File: config.mk
export PLATFORM = sky130hd
export DESIGN_NAME = mde_emit
export DESIGN_NICKNAME = d
export VERILOG_FILES = /design/src/rtl/mde_pkg.sv /design/src/rtl/mde_emit.sv
export SDC_FILE = /design/constraint.sdc
export NUM_CORES = 1
export LEC_CHECK = 0
export ABC_AREA = 1
export ABC_CLOCK_PERIOD_IN_PS = 7800
export BUFFER_PORTS_ARGS = -buffer_cell sky130_fd_sc_hd__buf_4
export CAP_MARGIN = 5
export CORE_MARGIN = 3
export CORE_UTILIZATION = 50
export CTS_CLUSTER_DIAMETER = 150
export DETAILED_ROUTE_END_ITERATION = 10
export PLACE_DENSITY = 0.74
export SLEW_MARGIN = 15
export SYNTH_ARGS = -nofsm -noshare
export SYNTH_HDL_FRONTEND = slang
export SYNTH_SLANG_ARGS = --single-unit
File: constraint.sdc
create_clock -name aclk -period 7.8 [get_ports aclk]
set_input_delay 0.78 -clock aclk [delete_from_list [all_inputs] [get_ports aclk]]
set_output_delay 0.78 -clock aclk [all_outputs]
set_load 0.01 [all_outputs]
File: src/rtl/mde_pkg.sv
package mde_pkg;

    localparam int COORD_W = 16;
    localparam int COEF_W = 16;
    localparam int THR_W = 20;
    localparam int SLOT_W = 4;
    localparam int VIDX_W = 16;
    localparam int DELTA_W = 3 * COORD_W;
    localparam int SQ_W = 38;

    localparam logic [2:0] CFG_POS_X = 3'd0;
    localparam logic [2:0] CFG_POS_Y = 3'd1;
    localparam logic [2:0] CFG_POS_Z = 3'd2;
    localparam logic [2:0] CFG_NRM_X = 3'd3;
    localparam logic [2:0] CFG_NRM_Y = 3'd4;
    localparam logic [2:0] CFG_NRM_Z = 3'd5;
    localparam logic [2:0] CFG_UVW_CNT = 3'd6;
    localparam logic [2:0] CFG_THRESH = 3'd7;

    localparam logic [SLOT_W-1:0] SLOT_POSITION = 4'd0;
    localparam logic [SLOT_W-1:0] SLOT_NORMAL = 4'd1;

    typedef struct packed {
        logic [VIDX_W-1:0] vidx;
        logic [SLOT_W-1:0] last_slot;
    } run_req_t;

    // saturate a 19-bit signed difference to 16 bits
    function automatic logic [COORD_W-1:0] sat16(input logic signed [18:0] v);
        logic [COORD_W-1:0] r;
        if (v > 19'sd32767) begin
            r = 16'h7fff;
        end else if (v < -19'sd32768) begin
            r = 16'h8000;
        end else begin
            r = v[COORD_W-1:0];
        end
        return r;
    endfunction

endpackage

File: src/rtl/mde_emit.sv
// delta buffer memory and run readout
module mde_emit (
    input  logic                          aclk,
    input  logic                          aresetn,
    input  logic                          wr_en,
    input  logic [mde_pkg::SLOT_W-1:0]    wr_slot,
    input  logic [mde_pkg::DELTA_W-1:0]   wr_data,
    input  logic                          run_start,
    input  mde_pkg::run_req_t             run_req,
    output logic                          busy,
    output logic                          m_tvalid,
    input  logic                          m_tready,
    output logic [71:0]                   m_tdata, // vertex_index, slot, delta_x/y/z, pad
    output logic                          m_tlast
);
    import mde_pkg::*;

    logic [DELTA_W-1:0] mem [10];
    logic [DELTA_W-1:0] rd_reg;
    logic [SLOT_W-1:0] rd_slot_reg, out_slot_reg;
    logic rd_pend_reg, active_reg, ovalid_reg;
    run_req_t req_reg;

    logic can_issue;
    assign can_issue = active_reg && !rd_pend_reg && (!ovalid_reg || m_tready);

    // read data is held until the word it belongs to has been taken
    always_ff @(posedge aclk) begin
        if (wr_en) mem[wr_slot] <= wr_data;
        if (can_issue) rd_reg <= mem[rd_slot_reg];
    end

    always_ff @(posedge aclk) begin
        if (!aresetn) begin
            active_reg <= 1'b0;
            rd_pend_reg <= 1'b0;
            ovalid_reg <= 1'b0;
        end else begin
            if (ovalid_reg && m_tready) ovalid_reg <= 1'b0;
            if (run_start) begin
                active_reg <= 1'b1;
                rd_slot_reg <= '0;
                req_reg <= run_req;
            end else if (can_issue) begin
                rd_pend_reg <= 1'b1;
                out_slot_reg <= rd_slot_reg;
                if (rd_slot_reg == req_reg.last_slot) active_reg <= 1'b0;
                else rd_slot_reg <= rd_slot_reg + 1'b1;
            end
            if (rd_pend_reg) begin
                rd_pend_reg <= 1'b0;
                ovalid_reg <= 1'b1;
            end
        end
    end

    assign busy = active_reg || rd_pend_reg || ovalid_reg;
    assign m_tvalid = ovalid_reg;
    assign m_tdata = {4'b0, rd_reg, out_slot_reg, req_reg.vidx};
    assign m_tlast = out_slot_reg == req_reg.last_slot;
endmodule

### Word-level counts from Yosys, hierarchy flattened

Memory sizes are Yosys's and may differ from the RTL's. A register that Yosys moved wholly into a read port is not among the register bits.
Cells that the tools add are included.
Widths: inputs -> output; s select.

* bits in registers: 31
* latch bits: 0
* memory bits (writable): 480
* memory bits (read-only): 0
* input bits: 77
* output and inout port bits: 75
* memories: 1

* add/subtract/negate cells: 1
* multiply operators: 0
* divide/modulo/power cells: 0
* $lt $le $gt $ge: 0
* equal/unequal tests: 3
* shift operators: 0
* multiplexer cells: 10
* bitwise operators: 2
* reduce and logical (&&, ||, !) cells: 16

Memory list
* mem: depth 10, width 48, rd ports 1, clocked after memory_dff 1, write ports 1, RTL line mde_emit.sv:18 `logic [DELTA_W-1:0] mem [10];`

Operators by type and width (number)
* $eq 4x4->1: 2
* $mux 1: 8
* $mux 4: 2
* $reduce_and 3->1: 2
* $reduce_bool 2->1: 3
* $add 4x1->4 const B: 1
* $reduce_and 2->1: 2
* $logic_and 1x1->1: 3
* $logic_or 1x1->1: 3
* $reduce_or 3->1: 1
* $logic_not 1->1: 2
* $ne 2x2->1 const B: 1
* $not 1->1: 2

### Depth between registers and ports, before layout

* depth in word-level cells: 5
* mapped depth: 10
* gate-level depth less buffers: 7

### Worst setup path before layout

Ideal clock, no wire load.

* path kind: input to register
* start: input wr_slot[2] in the netlist's numbering
* end: memory mem[0][0] in the netlist's numbering (enable)
* setup time: 454 ps
* arrival time: 2989 ps
* required time: 7346 ps
* path slack: 4357 ps
* stages: 3
* cell sequence: inv_1 > nand3_1 > nor2_1

RTL lines
* start: declaration: RTL line mde_emit.sv:6 `input logic [mde_pkg::SLOT_W-1:0] wr_slot,`
* end: declaration: RTL line mde_emit.sv:18

No word-level cell before the write port.

==> results.txt <==
The first-pass detailed-route iteration total came out at 5. Global routing finished with a remaining overflow of 0. The initial core utilization came out at 51.2%. The count of warnings emitted by yosys came out at 0.

The maximum vdd drop came out at 152 uV. The vertical die dimension is 220 um. The critical path in this run is classified as flop to flop. The path category of the worst min-delay check is primary input to flop.

The number of synthesized register bits came out at 559. The distinct cell type count of the synthesized netlist is 21. The area share of and/or/nand/nor cells after synthesis is 17.4%. After Yosys synthesis, XOR and XNOR cells account for 0.229% of the synthesized area. The final-report setup violation count is 0. The leakage power came out at 10.7 nW. The detailed placer's ending HPWL came out at 24700 um. The final number of max-transition violations came out at 0. The die boundary width came out at 220 um.

STA puts the critical path data arrival time at 4.03 ns. The final core area utilization is 58.2%. The number of remaining DRC errors is 0. Yosys attributes the largest share of cell area to sky130_fd_sc_hd__edfxtp_1, sky130_fd_sc_hd__nand2_1, sky130_fd_sc_hd__nand3_1, sky130_fd_sc_hd__inv_1, sky130_fd_sc_hd__nor2_1. The per-cell via count in the routed design came out at 5.20. After detailed routing, the average wire length per cell comes to 18.4 um. The number of antenna violations at the first check in global routing was 4.

The DRC violation total after the first TritonRoute iteration is 1570. The most common library cell in the layout ignoring fill and taps is sky130_fd_sc_hd__edfxtp_1. The core region area came out at 0.0448 mm2. The critical path goes through buf_4 -> buf_4 -> buf_4 -> nand2_1 -> nand3_1 -> nand3_1 -> nand3_1 -> nand2_1.

The multi-input combinational cells in the finished layout cover a total of 0.00439 mm2. Row generation in the floorplan step produced 77 rows. The final hold violation count came out at 0. The number of max-cap violations is 0. The part of the Yosys area used for sequential elements came out at 73.0%. Setup repair after global routing left no endpoint under its margin.

The CTS sink count is 559. The kind of cell with the highest combined delay along the critical path is buffers and inverters. The number of nets with antenna violations after routing is 0. The largest individual stage delay along the critical path comes from the cell sky130_fd_sc_hd__buf_4. The pin count of the biggest net entering global routing is 157. The latest clock arrival within the worst-skew pair is 0.60 ns.

sky130_fd_sc_hd__edfxtp_1 takes more of the synthesized area than any other cell. The number of global-route vias before repair came out at 13900. Headroom to the max-slew limit came out at 22.3%.

The average footprint of a synthesized cell is 11.5 um2. The routed layout has 14300 vias. The flow ran to the end, and the final reports show no timing, DRC or antenna violations. The startpoint kind of the worst setup timing path is a flop. The compound-cell area share of the yosys netlist came out at 1.10%. During placement, the flow inserted port buffers numbering 147. Counting every instance in the synthesized netlist gives 1999. The cell at the root of the clock tree is sky130_fd_sc_hd__clkbuf_16. The final-layout setup total negative slack is 0 ns.

The overall die area is 0.0485 mm2. The buffer depth of the longest clock path is 3. The routability congestion estimate from global placement came out at 0.748. Counting instances, the worst hold path has a depth of 1. The cell area after synthesis came out at 0.0230 mm2.

The total placed instance area came out at 0.0243 mm2. The adder-cell share of the synthesized area came out at 0.0545%. Cells with a size suffix above 1 make up 11.8% of the layout.

Dividing total power by cell area gives a power density of 253 mW/mm2. The worst clock skew came out at 0.0157 ns. The first global-routing pass estimated 76400 um of wire. TritonCTS built the clock tree.

Leaving out fill and tap cells, the most frequent cells in the layout are sky130_fd_sc_hd__edfxtp_1, sky130_fd_sc_hd__nand2_1, sky130_fd_sc_hd__inv_1. The overall global routing resource usage came out at 20.6%. The largest family of logic cells by synthesized area is simple AND/OR/NAND/NOR gates. The kind of end point of the critical path is a flop.

The final worst-path cycle share is 47.2%. The maximum fanout count along the critical path came out at 105. In this run, post-CTS hold repair placed 0 buffers. The register with the most flip-flops in the layout has 480 of them. The maximum single-stage delay on the critical path is 0.98 ns. The slew at the pin closest to its max-slew limit came out at 1.17 ns. Across the whole layout, storage elements account for 0.0168 mm2.

The clock transition at the registers of the reported paths came out at 0.06 ns. During I/O placement, the number of pins put on the boundary was 152. The buffers inserted during post-CTS setup optimization came out at 0. Counting the fill cells in the layout gives 3428. The clock period minus worst slack came out at 3.68 ns. The number of buffers created by CTS is 54. The routed design has 50400 um of wire. In this run the number of cells on the critical path is 8. The layout net count is 2189. The maximum frequency from static timing analysis is 272 MHz.

The H-tree depth reported by CTS is 2. The worst register-to-register path has a depth of 8. The post-synthesis mux area share is 0%. At the worst endpoint, the required time is 8.16 ns. The area share of the largest cell type after synthesis is 72.7%. The post-cts resize count is 0. The growth of design area from synthesis to finish came out at 13.5%. The finished cells cover 0.0261 mm2. The critical path buffer and inverter count came out at 3.
kinds of logic (layout without fill, tap and decap cells):
logic type	after synthesis	in the layout
flip-flops	559	559
adder cells (fa/ha/maj)	1	1
buffers and inverters	420	570
XOR/XNOR	6	6
AO/OA/AOI/OAI	50	50
other	1	5
AND/OR/NAND/NOR	962	962
routing by layer:
layer	global-route usage, %	part of all wire [%]	vias to the layer above
met5	0	0.063	-
li1	-	-	6762
met3	3.94	9.2	82
met2	34.3	49	594
met1	27.4	40	6828
met4	7.23	2.0	6
worst register-to-register path, delay by kind of cell (launching register included):
kind                   cells  cell delay [ns]
flip-flops                 1             0.40
AND/OR/NAND/NOR            5             0.65
buffers and inverters      3             2.39
per-stage QoR:
step	hold WS, ns	instances	total power, W	setup WS [ns]
2_1_floorplan	0.421	2002	0.00388	4.36
3_3_place_gp	0.488	2646	0.00408	4.24
3_5_place_dp	0.524	2646	0.00409	4.17
4_1_cts	0.333	2743	0.00663	4.17
5_1_grt	0.341	2744	0.00682	3.83
6_report	0.361	2745	0.00659	4.12
path summary, 6_finish.rpt:
path	startpoint	to	slack, ns
worst min register to register	rd_pend_reg$_SDFF_PP0_	m_tvalid$_SDFFE_PN0P_	0.53
worst min-delay path	run_req[5]	m_tdata[1]$_DFFE_PP_	0.36
worst max register to register	rd_slot_reg[0]$_SDFFCE_PP0P_	rd_reg[21]$_DFFE_PP_	4.12
worst max-delay path	rd_slot_reg[0]$_SDFFCE_PP0P_	rd_reg[21]$_DFFE_PP_	4.12
area by class of cell:
type / instances / share of cell area [%]
flip-flops and latches: 559 / 64.3
multi-input cells: 1023 / 16.9
clock buffers: 71 / 5.68
repair buffers: 168 / 4.92
inverters: 305 / 4.43
well taps: 592 / 2.84
clock inverters: 26 / 0.956
diodes: 1 / 0.00961
power breakdown:
part	leakage [nW]	switching, W	total, W	internal (W)
Combinational	4.76	0.000388	0.000577	0.000190
Clock	0.835	0.00106	0.00255	0.00149
Sequential	5.08	0.0000376	0.00346	0.00342
synth_stat cells (all sizes together):
| library cell | instances |
|---|---|
| clkbuf | 20 |
| nor2 | 115 |
| a21oi | 1 |
| nand2 | 550 |
| o21ai | 48 |
| dfxtp | 3 |
| edfxtp | 556 |
| o21bai | 1 |
| conb | 1 |
| xor2 | 3 |
| nor3 | 3 |
| buf | 95 |
| nand3 | 294 |
| inv | 305 |
| xnor2 | 3 |
| ha | 1 |
(Power assumes the default switching activity.)
